File: src/rtl/spr_pkg.sv
package spr_pkg;

    localparam int unsigned SLOT_COUNT_DEF = 8;
    localparam int unsigned SLOT_NUM_W     = 6;
    localparam int unsigned RECORD_LEN     = 15;
    localparam int unsigned BUF_LEN        = 16;

    localparam logic [1:0] OP_BYTE = 2'd0;
    localparam logic [1:0] OP_TICK = 2'd1;
    localparam logic [1:0] OP_READ = 2'd2;

    localparam logic [3:0] ST_IDLE_BYTE    = 4'd0;
    localparam logic [3:0] ST_PACKET_BYTE  = 4'd1;
    localparam logic [3:0] ST_STORED_KNOWN = 4'd2;
    localparam logic [3:0] ST_STORED_NEW   = 4'd3;
    localparam logic [3:0] ST_BAD_SUM      = 4'd4;
    localparam logic [3:0] ST_TABLE_FULL   = 4'd5;
    localparam logic [3:0] ST_LINE_ERROR   = 4'd6;
    localparam logic [3:0] ST_TICK         = 4'd7;
    localparam logic [3:0] ST_READ         = 4'd8;

    localparam logic [4:0] POS_IDLE   = 5'd31;
    localparam logic [4:0] POS_LAST   = 5'd16;
    localparam logic [4:0] POS_LEN    = 5'd17;
    localparam logic [7:0] SYNC_BYTE  = 8'hFF;
    localparam logic [7:0] START_BYTE = 8'h02;
    localparam logic [7:0] RELOAD_DEF = 8'd255;

    typedef logic [RECORD_LEN-1:0][7:0] record_t;

    typedef struct packed {
        logic [1:0] operation;
        logic [7:0] rx_byte;
        logic       line_error;
        logic [2:0] read_slot;
        logic [3:0] read_index;
    } in_item_t;

    typedef struct packed {
        logic [3:0] status;
        logic [2:0] slot_used;
        logic [7:0] read_data;
        logic [7:0] read_timeout;
    } out_item_t;

    typedef struct packed {
        logic                  valid;
        logic                  is_read;
        logic [15:0]           key;
        logic [3:0]            index;
        logic                  hit_match;
        logic [SLOT_NUM_W-1:0] match_slot;
        logic                  hit_free;
        logic [SLOT_NUM_W-1:0] free_slot;
        logic [7:0]            data;
        logic [7:0]            timeout;
    } token_t;

    typedef struct packed {
        logic                  tick;
        logic                  wr_en;
        logic [SLOT_NUM_W-1:0] wr_slot;
        logic [7:0]            wr_timeout;
        record_t               wr_record;
    } cell_ctl_t;

endpackage

File: src/rtl/spr_cell.sv
module spr_cell #(
    parameter int unsigned INDEX = 0
) (
    input  logic               clk,
    input  logic               rst_n,
    input  spr_pkg::cell_ctl_t ctl,
    input  spr_pkg::token_t    tok_in,
    output spr_pkg::token_t    tok_out
);
    import spr_pkg::*;

    localparam logic [SLOT_NUM_W-1:0] MY_SLOT = SLOT_NUM_W'(INDEX);

    record_t    rec_reg;
    logic [7:0] tmo_reg;
    token_t     tok_reg;
    token_t     tok_next;

    always_comb
    begin
        tok_next = tok_in;
        if (tok_in.valid)
        begin
            if (tok_in.is_read)
            begin
                if (tok_in.key == 16'(INDEX))
                begin
                    tok_next.timeout = tmo_reg;
                    tok_next.data    = (tok_in.index < 4'(RECORD_LEN)) ?
                                       rec_reg[tok_in.index] : 8'd0;
                end
            end
            else
            begin
                if (!tok_in.hit_match && {rec_reg[1], rec_reg[2]} == tok_in.key)
                begin
                    tok_next.hit_match  = 1'b1;
                    tok_next.match_slot = MY_SLOT;
                end
                if (!tok_in.hit_free && tmo_reg == 8'd0)
                begin
                    tok_next.hit_free  = 1'b1;
                    tok_next.free_slot = MY_SLOT;
                end
            end
        end
    end

    always_ff @(posedge clk or negedge rst_n)
    begin
        if (!rst_n)
        begin
            rec_reg <= '0;
            tmo_reg <= '0;
            tok_reg <= '0;
        end
        else
        begin
            tok_reg <= tok_next;
            if (ctl.wr_en && ctl.wr_slot == MY_SLOT)
            begin
                rec_reg <= ctl.wr_record;
                tmo_reg <= ctl.wr_timeout;
            end
            else if (ctl.tick && tmo_reg != 8'd0)
            begin
                tmo_reg <= tmo_reg - 8'd1;
            end
        end
    end

    assign tok_out = tok_reg;

endmodule

File: src/rtl/sensor_packet_receiver_table_core.sv
// Channel   Direction  Handshake            Payload
// in        input      in_valid / in_stall  in_data (in_item_t)
// out       output     out_valid / out_stall out_data (out_item_t)
// cfg       input      cfg_valid / cfg_ready cfg_data (timeout reload)
//
// Packet bytes, line errors and ticks give a result without a slot walk; unused operations give none.
// A read and the last byte of a good packet send a token through the slot
// cells, one per cycle; for a packet the chosen slot, if any, is then written.
// Reset clears all slot records and timeouts at once; no clearing pass.
// Two result registers let one item be taken while a result waits on out_stall.
module sensor_packet_receiver_table_core #(
    parameter int unsigned SLOT_COUNT = spr_pkg::SLOT_COUNT_DEF
) (
    input  logic               clk,
    input  logic               rst_n,
    input  logic               in_valid,
    output logic               in_stall,
    input  spr_pkg::in_item_t  in_data,
    output logic               out_valid,
    input  logic               out_stall,
    output spr_pkg::out_item_t out_data,
    input  logic               cfg_valid,
    output logic               cfg_ready,
    input  logic [7:0]         cfg_data
);
    import spr_pkg::*;

    typedef enum logic {
        S_IDLE,
        S_WAIT
    } state_t;

    state_t     state_reg, state_next;
    logic [4:0] pos_reg, pos_next;
    logic [7:0] sum_reg, sum_next;
    logic [7:0] reload_reg;
    logic [BUF_LEN-1:0][7:0] buf_reg;
    logic       buf_we;

    logic       out_valid_reg, out_valid_next;
    logic       skid_valid_reg, skid_valid_next;
    out_item_t  out_data_reg, out_data_next;
    out_item_t  skid_data_reg, skid_data_next;

    logic       accept;
    logic       take;
    logic       push;
    out_item_t  res;
    token_t     launch;
    token_t     chain [SLOT_COUNT+1];
    token_t     tok_end;
    cell_ctl_t  ctl;

    assign accept    = in_valid && !in_stall;
    assign take      = out_valid_reg && !out_stall;
    assign in_stall  = (state_reg != S_IDLE) || skid_valid_reg;
    assign cfg_ready = 1'b1;
    assign out_valid = out_valid_reg;
    assign out_data  = out_data_reg;

    assign chain[0] = launch;
    assign tok_end  = chain[SLOT_COUNT];

    for (genvar g = 0; g < SLOT_COUNT; g++)
    begin : g_cell
        spr_cell #(
            .INDEX (g)
        ) u_cell (
            .clk     (clk),
            .rst_n   (rst_n),
            .ctl     (ctl),
            .tok_in  (chain[g]),
            .tok_out (chain[g+1])
        );
    end

    always_comb
    begin
        state_next = state_reg;
        pos_next   = pos_reg;
        sum_next   = sum_reg;
        buf_we     = 1'b0;
        push       = 1'b0;
        res        = '0;
        launch     = '0;
        ctl        = '0;

        for (int k = 0; k < RECORD_LEN; k++)
        begin
            ctl.wr_record[k] = buf_reg[k+1];
        end
        ctl.wr_timeout = reload_reg;

        if (accept)
        begin
            unique case (in_data.operation)
                OP_BYTE:
                begin
                    push = 1'b1;
                    priority if (in_data.line_error)
                    begin
                        res.status = ST_LINE_ERROR;
                    end
                    else if (pos_reg >= POS_LEN)
                    begin
                        res.status = ST_IDLE_BYTE;
                        if (sum_reg == SYNC_BYTE && in_data.rx_byte == START_BYTE)
                        begin
                            pos_next = '0;
                            sum_next = '0;
                        end
                        else
                        begin
                            sum_next = in_data.rx_byte;
                        end
                    end
                    else if (pos_reg == POS_LAST)
                    begin
                        pos_next = POS_IDLE;
                        if (in_data.rx_byte != sum_reg)
                        begin
                            res.status = ST_BAD_SUM;
                        end
                        else
                        begin
                            push           = 1'b0;
                            launch.valid   = 1'b1;
                            launch.is_read = 1'b0;
                            launch.key     = {buf_reg[2], buf_reg[3]};
                            state_next     = S_WAIT;
                        end
                    end
                    else
                    begin
                        res.status = ST_PACKET_BYTE;
                        buf_we     = 1'b1;
                        pos_next   = pos_reg + 5'd1;
                        sum_next   = sum_reg + in_data.rx_byte;
                    end
                end
                OP_TICK:
                begin
                    push       = 1'b1;
                    res.status = ST_TICK;
                    ctl.tick   = 1'b1;
                end
                OP_READ:
                begin
                    launch.valid   = 1'b1;
                    launch.is_read = 1'b1;
                    launch.key     = {13'd0, in_data.read_slot};
                    launch.index   = in_data.read_index;
                    state_next     = S_WAIT;
                end
                default:
                begin
                end
            endcase
        end
        else if (state_reg == S_WAIT && tok_end.valid)
        begin
            push       = 1'b1;
            state_next = S_IDLE;
            if (tok_end.is_read)
            begin
                res.status       = ST_READ;
                res.slot_used    = tok_end.key[2:0];
                res.read_data    = tok_end.data;
                res.read_timeout = tok_end.timeout;
            end
            else if (tok_end.hit_match)
            begin
                res.status    = ST_STORED_KNOWN;
                res.slot_used = tok_end.match_slot[2:0];
                ctl.wr_en     = 1'b1;
                ctl.wr_slot   = tok_end.match_slot;
            end
            else if (tok_end.hit_free)
            begin
                res.status    = ST_STORED_NEW;
                res.slot_used = tok_end.free_slot[2:0];
                ctl.wr_en     = 1'b1;
                ctl.wr_slot   = tok_end.free_slot;
            end
            else
            begin
                res.status = ST_TABLE_FULL;
            end
        end
    end

    // result queue: out register in front, skid register behind
    always_comb
    begin
        out_valid_next  = out_valid_reg;
        skid_valid_next = skid_valid_reg;
        out_data_next   = out_data_reg;
        skid_data_next  = skid_data_reg;
        if (skid_valid_reg)
        begin
            if (take)
            begin
                out_data_next   = skid_data_reg;
                skid_valid_next = push;
                skid_data_next  = res;
            end
        end
        else if (push)
        begin
            if (out_valid_reg && !take)
            begin
                skid_valid_next = 1'b1;
                skid_data_next  = res;
            end
            else
            begin
                out_valid_next = 1'b1;
                out_data_next  = res;
            end
        end
        else if (take)
        begin
            out_valid_next = 1'b0;
        end
    end

    always_ff @(posedge clk or negedge rst_n)
    begin
        if (!rst_n)
        begin
            state_reg      <= S_IDLE;
            pos_reg        <= POS_IDLE;
            sum_reg        <= '0;
            reload_reg     <= RELOAD_DEF;
            out_valid_reg  <= 1'b0;
            skid_valid_reg <= 1'b0;
        end
        else
        begin
            state_reg      <= state_next;
            pos_reg        <= pos_next;
            sum_reg        <= sum_next;
            out_valid_reg  <= out_valid_next;
            skid_valid_reg <= skid_valid_next;
            if (cfg_valid && cfg_ready)
            begin
                reload_reg <= cfg_data;
            end
        end
    end

    always_ff @(posedge clk)
    begin
        out_data_reg  <= out_data_next;
        skid_data_reg <= skid_data_next;
        if (buf_we)
        begin
            buf_reg[pos_reg[3:0]] <= in_data.rx_byte;
        end
    end

endmodule
File: config.mk
export PLATFORM = sky130hd
export DESIGN_NAME = sensor_packet_receiver_table_core
export DESIGN_NICKNAME = d
export VERILOG_FILES = /design/src/rtl/spr_pkg.sv /design/src/rtl/spr_cell.sv /design/src/rtl/sensor_packet_receiver_table_core.sv
export SDC_FILE = /design/constraint.sdc
export NUM_CORES = 2
export LEC_CHECK = 0
export ABC_AREA = 1
export BUFFER_PORTS_ARGS = -buffer_cell sky130_fd_sc_hd__buf_2
export CAP_MARGIN = 5
export CORE_MARGIN = 1.5
export CORE_UTILIZATION = 40
export CTS_BUF_LIST = sky130_fd_sc_hd__clkbuf_4 sky130_fd_sc_hd__clkbuf_8
export CTS_CLUSTER_SIZE = 14
export DETAILED_ROUTE_END_ITERATION = 6
export PLACE_DENSITY = 0.67
export SYNTH_ARGS = -nofsm -noshare
export SYNTH_HDL_FRONTEND = slang
export SYNTH_SLANG_ARGS = --single-unit
File: constraint.sdc
create_clock -name clk -period 2.6 [get_ports clk]
set_input_delay 0.13 -clock clk [delete_from_list [all_inputs] [get_ports clk]]
set_output_delay 0.13 -clock clk [all_outputs]
set_load 0.05 [all_outputs]
; Word-level counts from Yosys, hierarchy flattened
; Cells that the tools add are included.
[totals]
register_bits = 1621
inputBits = 31
output_inout_bits = 26
elab_cells = 555
[classes]
add_sub_neg = 10
magnitude_cmp = 19
n_eq_ne = 38
muxes = 158
n_bitwise = 2
n_reduce_logical = 91
[op_table]
columns = cell, n
row1 = two-way mux 8 bit, 36
row2 = two-way mux 16 bit, 17
row3 = binary-select mux 8 bit (select 4 bit), 8
row4 = two-way mux 30 bit, 8
row5 = two-way mux 23 bit, 9
row6 = two-way mux 7 bit, 23
row7 = bitwise mux 128 bit, 1
row8 = equality test 16 bit, 8
row9 = two-way mux 14 bit, 8
row10 = two-way mux 18 bit, 4
row11 = equality test 16 x 3 -> 1 bit (second input constant), 4
row12 = zero test 8 bit, 8
row13 = nonzero test 8 bit, 8
row14 = subtractor 8 x 1 -> 8 bit (second input constant), 8
row15 = less-than comparator 4 x 5 -> 1 bit (second input constant), 9
row16 = logical AND 1 bit, 36
row17 = case mux 18 bit (2 select lines), 1
row18 = demux 8 bit (select 4 bit), 1
row19 = equality test 16 x 2 -> 1 bit (second input constant), 2
row20 = less-than comparator 4 bit (second input constant), 8
row21 = two-way mux 1 bit, 26
row22 = equality test 6 x 3 -> 1 bit (second input constant), 4
row23 = nonzero test 2 bit, 12
row24 = two-way mux 22 bit, 1
row25 = 32 further kinds, 68

; Depth between registers and ports, before layout
[depth]
word_depth = 13
depth_mapped = 16
ltp_nobuf = 15

; Modules after synthesis
; A second synthesis with hierarchy kept.
[hier_totals]
hier_cells = 8990
hier_area_um2 = 73699.4
[modules_own_cells]
columns = mod, instances, cells_per_inst, area_per_inst_um2, seq_area_each_um2
row1 = spr_cell at g_cell[1].u_cell ..., 2, 1044, 8244.2, 4504.3
row2 = spr_cell at g_cell[5].u_cell, 1, 1055, 8319.2, 4504.3
row3 = spr_cell at g_cell[7].u_cell, 1, 1060, 8267.9, 4504.3
row4 = spr_cell at g_cell[6].u_cell, 1, 1054, 8266.7, 4504.3
row5 = spr_cell at g_cell[3].u_cell, 1, 1046, 8236.6, 4504.3
row6 = spr_cell at g_cell[4].u_cell, 1, 1044, 8235.4, 4504.3
row7 = spr_cell at g_cell[0].u_cell, 1, 1044, 8224.1, 4504.3
row8 = sensor_packet_receiver_table_core, 1, 599, 7661.1, 5601.6

; Worst setup path after synthesis
; OpenSTA, ideal clock, no wires.
[synth_timing]
kind = register to register
from = register pos_reg[1]
to = register buf_reg[72] (netlist bit) (enable)
setup_time_ps = 370
arrival_ps = 2239
required_time_ps = 2230
setup_slack_ps = -9
stages_incl_launch_ff = 12
path_buffers = 0
synth_period_minus_slack_ps = 2609
path_cell_list = dfstp_2 -> inv_1 -> ha_1 -> nor2_1 -> nand2_1 -> nor2_2 -> inv_1 -> nand2_1 -> nand3_1 -> nor2_1 -> nand2_1 -> nor2_1
[synth_between]
elab_chain_len = 6
word_cells_on_any_way = 7
cone_classes = 1 x order compare / 1 x eq/ne / 5 x mux
[synth_rtl]
columns = item, line_no
row1 = start: declaration, sensor_packet_receiver_table_core.sv:34  ; logic [4:0] pos_reg, pos_next;
row2 = start signal: assignment, sensor_packet_receiver_table_core.sv:241  ; pos_reg <= pos_next;
row3 = branches (longest 2 deep; another with >= comparator 5 bit), n/a
row4 = two-way mux 1 bit *, sensor_packet_receiver_table_core.sv:104  ; else if (pos_reg >= POS_LEN)
row5 = two-way mux 1 bit *, sensor_packet_receiver_table_core.sv:100  ; priority if (in_data.line_error)
row6 = two-way mux 1 bit *, sensor_packet_receiver_table_core.sv:96  ; unique case (in_data.operation)
row7 = two-way mux 1 bit *, sensor_packet_receiver_table_core.sv:94  ; if (accept)
row8 = end signal: indexed assignment, sensor_packet_receiver_table_core.sv:258  ; buf_reg[pos_reg[3:0]] <= in_data.rx_byte;
row9 = end: declaration, sensor_packet_receiver_table_core.sv:37  ; logic [BUF_LEN-1:0][7:0] buf_reg;
; Mark *: on every way between the ends.
; A chain may end at the register's enable or synchronous reset.

==> reports/metrics.csv <==
metric,value,unit
grt_usage,25.2,%
yosys.area.top_type,dfrtp_1,
rsz0062_at_grt,true,
syn-cell-area,65400,um^2
cp_max_fo,5,
h-tree-depth,5,
critPathRequiredTime,3490,ps
cp-end-kind,flop,
grt_remaining_overflow,0,
slew_violations,0,
clockBufferDepth,4,
grt_pass1_vias,51956,
synth_top_cells_by_area,"dfrtp_1 53%, o21ai_0 10%, nand2_1 10%",
cts.sinks,1551,
crit_arrival,3350,ps
cts_inserted_buffers,280,
cts_tree,yes,
viasPerCell,5.51,
die_area,166000,um^2
power_frac_seq,49.6,%
wl,211,mm
hold_viol_final,0,
tightest_slew,839,ps
pwr-share-comb,1.7,%
syn_nets,7072,
synth_common_cells,"1770 x nand2_1, 1372 x dfrtp_1, 1329 x o21ai_0",
hpwl,152,mm
nNetsFinal,7389,
swShare,21.6,%
finalPower,49.5,mW
io_pins,57,
setup_viol,0,
power.share.clock,48.7,%
netlist_instances,7021,
skew,78.5,ps
leakagePower,35.1,nW
async_flop_share,89.3,%
yosysSeqAreaShare,60.6,%
path_class,flop to flop,
die_h,407,um
start_kind,flop,
status,finished clean,
slew_headroom,44.0,%
insertion_delay,970,ps
drt-initial-drc-count,6933,
fp.coreArea,163000,um^2
synth.distinct_cells,58,
syn2layout_area_growth,16.6,%
ys_seq_elements,1551,
synthFlopType,dfrtp_1,
first_pass_iters,6,
drive_gt1_share,12.6,%
drc,0,
power_density,648,nW/um^2
yosysTopAreaCellShare,52.5,%
die_w,407,um
switching_power,10.7,mW
synth_edf_count,166,
irDropWorstVdd,359,uV
synth.most_common_cell,nand2_1,
fin_crit_sh,94.6,%
antenna_left,0,
grt_pass1_wl,320,mm
num_vias,53580,
cts.clk_slew.worst_paths,60,ps
fillCellCount,15257,
clock.fmax,407,MHz
drv_cap,0,
gp_routability_congestion,0.963,
initial_core_util,40.2,%
wl_per_cell,21.7,um
num_rows,148,
period_minus_slack,2460,ps
ff2ff_path_depth,12,
io_buffers,55,
antenna_found_initial,25,
min_path_cells,5,
p_int,38.8,mW
largest_register_ffs,960,
cts_root_buf,clkbuf_8,
ys_warn_count,0,
avgSynthCellArea,9.31,um^2
fin_util,46.9,%
hold_class,input port to flop,
grt_max_degree,117,
power by group through the flow:
stage | sequential [mW] | clock (mW) | combinational [mW]
floorplan | 25.0 | 0 | 0.0853
global placement | 25.0 | 0 | 0.762
detailed placement | 25.0 | 0 | 0.771
CTS | 24.5 | 24.5 | 0.855
global route | 24.5 | 25.6 | 0.943
finish | 24.5 | 24.1 | 0.839
routing by layer:
| layer | track usage (%) | share of wire, % |
|---|---|---|
| met5 | 0 | 0.016 |
| met2 | 37.1 | 43 |
| met4 | 11.9 | 4.7 |
| met3 | 5.06 | 9.9 |
| met1 | 35.6 | 42 |
path summary, 6_finish.rpt:
check / slack (ps) / end / start
setup / recovery: 140 / g_cell[0].u_cell.tok_out[36]$_DFF_PN0_ / sum_reg[4]$_DFFE_PN0P_
hold / removal: 150 / skid_valid_reg$_DFF_PN0_ / out_stall
setup reg to reg: 140 / g_cell[0].u_cell.tok_out[36]$_DFF_PN0_ / sum_reg[4]$_DFFE_PN0P_
hold reg to reg: 380 / g_cell[1].u_cell.tok_out[44]$_DFF_PN0_ / g_cell[0].u_cell.tok_out[44]$_DFF_PN0_
max in group asynchronous: 1260 / g_cell[6].u_cell.rec_reg[107]$_DFFE_PN0P_ / rst_n
min in group asynchronous: 600 / g_cell[0].u_cell.tok_out[51]$_DFF_PN0_ / rst_n
area by class of cell:
| cell class | count | area, um^2 | area share [%] |
|---|---|---|---|
| repair buffers | 421 | 3860 | 5.06 |
| diodes | 7 | 17.5 | 0.0230 |
| multi-input cells | 4631 | 22400 | 29.4 |
| clock inverters | 46 | 408 | 0.535 |
| flip-flops and latches | 1551 | 39700 | 52.0 |
| clock buffers | 436 | 5490 | 7.19 |
| well taps | 2175 | 2720 | 3.57 |
| inverters | 453 | 1740 | 2.28 |
layout by cell type (no fill, tap or decap), types with 11 or more instances in the layout:
| master | instances |
|---|---|
| a21oi_1 | 80 |
| a221oi_1 | 44 |
| a22o_1 | 21 |
| a22oi_1 | 93 |
| buf_12 | 50 |
| buf_2 | 54 |
| buf_4 | 245 |
| clkbuf_4 | 82 |
| clkbuf_8 | 354 |
| clkinv_1 | 12 |
| clkinv_2 | 32 |
| dfrtp_1 | 1372 |
| dfstp_2 | 13 |
| dlygate4sd3_1 | 66 |
| edfxtp_1 | 166 |
| ha_1 | 18 |
| inv_1 | 423 |
| inv_2 | 14 |
| nand2_1 | 1765 |
| nand2_2 | 11 |
| nand3_1 | 167 |
| nand4_1 | 49 |
| nor2_1 | 451 |
| nor2_2 | 15 |
| nor3_1 | 39 |
| nor4_1 | 25 |
| o2111ai_1 | 37 |
| o211ai_1 | 64 |
| o21ai_0 | 1327 |
| o21ai_1 | 158 |
| o221ai_1 | 42 |
| o22ai_1 | 26 |
| or2_2 | 26 |
| xnor2_1 | 24 |
| xor2_1 | 73 |
cells by family after synthesis:
family | count (synthesis) | share of synthesized area [%]
AND/OR/NAND/NOR | 2580 | 15.9
AO/OA/AOI/OAI | 1924 | 16.3
flip-flops | 1551 | 60.6
buffers and inverters | 839 | 5.25
XOR/XNOR | 97 | 1.30
adder cells (fa/ha/maj) | 20 | 0.394
multiplexers | 9 | 0.155
other | 1 | 0.00573
per-stage QoR:
stage	TNS, ps	cells	hold slack (ps)	worst slack, ps	instance area [um^2]
2_1_floorplan	-892	7021	-166	-9.30	65400
3_3_place_gp	0	9160	147	7.74	69500
3_5_place_dp	0	9160	138	49.1	69500
4_1_cts	0	9710	63.9	30.8	76100
5_1_grt	-49.1	9715	127	-47.2	76300
6_report	0	9720	152	141	76300
worst max-delay path, cell delays in order (launching register included):
cell and delay, ps:
dfrtp_1 400, ha_1 310, nor2_1 110, nand2_1 80
nor2_2 170, nand3_2 110, nor2_4 220, buf_6 130
nand3_1 70, nand2_1 100, nand2_1 70, inv_1 80
dlygate4sd3_1 540
what timing repair did:
item                       in CTS  in global routing
resized for setup               0                 26
hold endpoints to repair     1610                  0
hold buffers                   68                  0
buffers inserted                0                  3
setup endpoints to repair       0                180
Note: power is estimated with default switching activity, not from simulation.
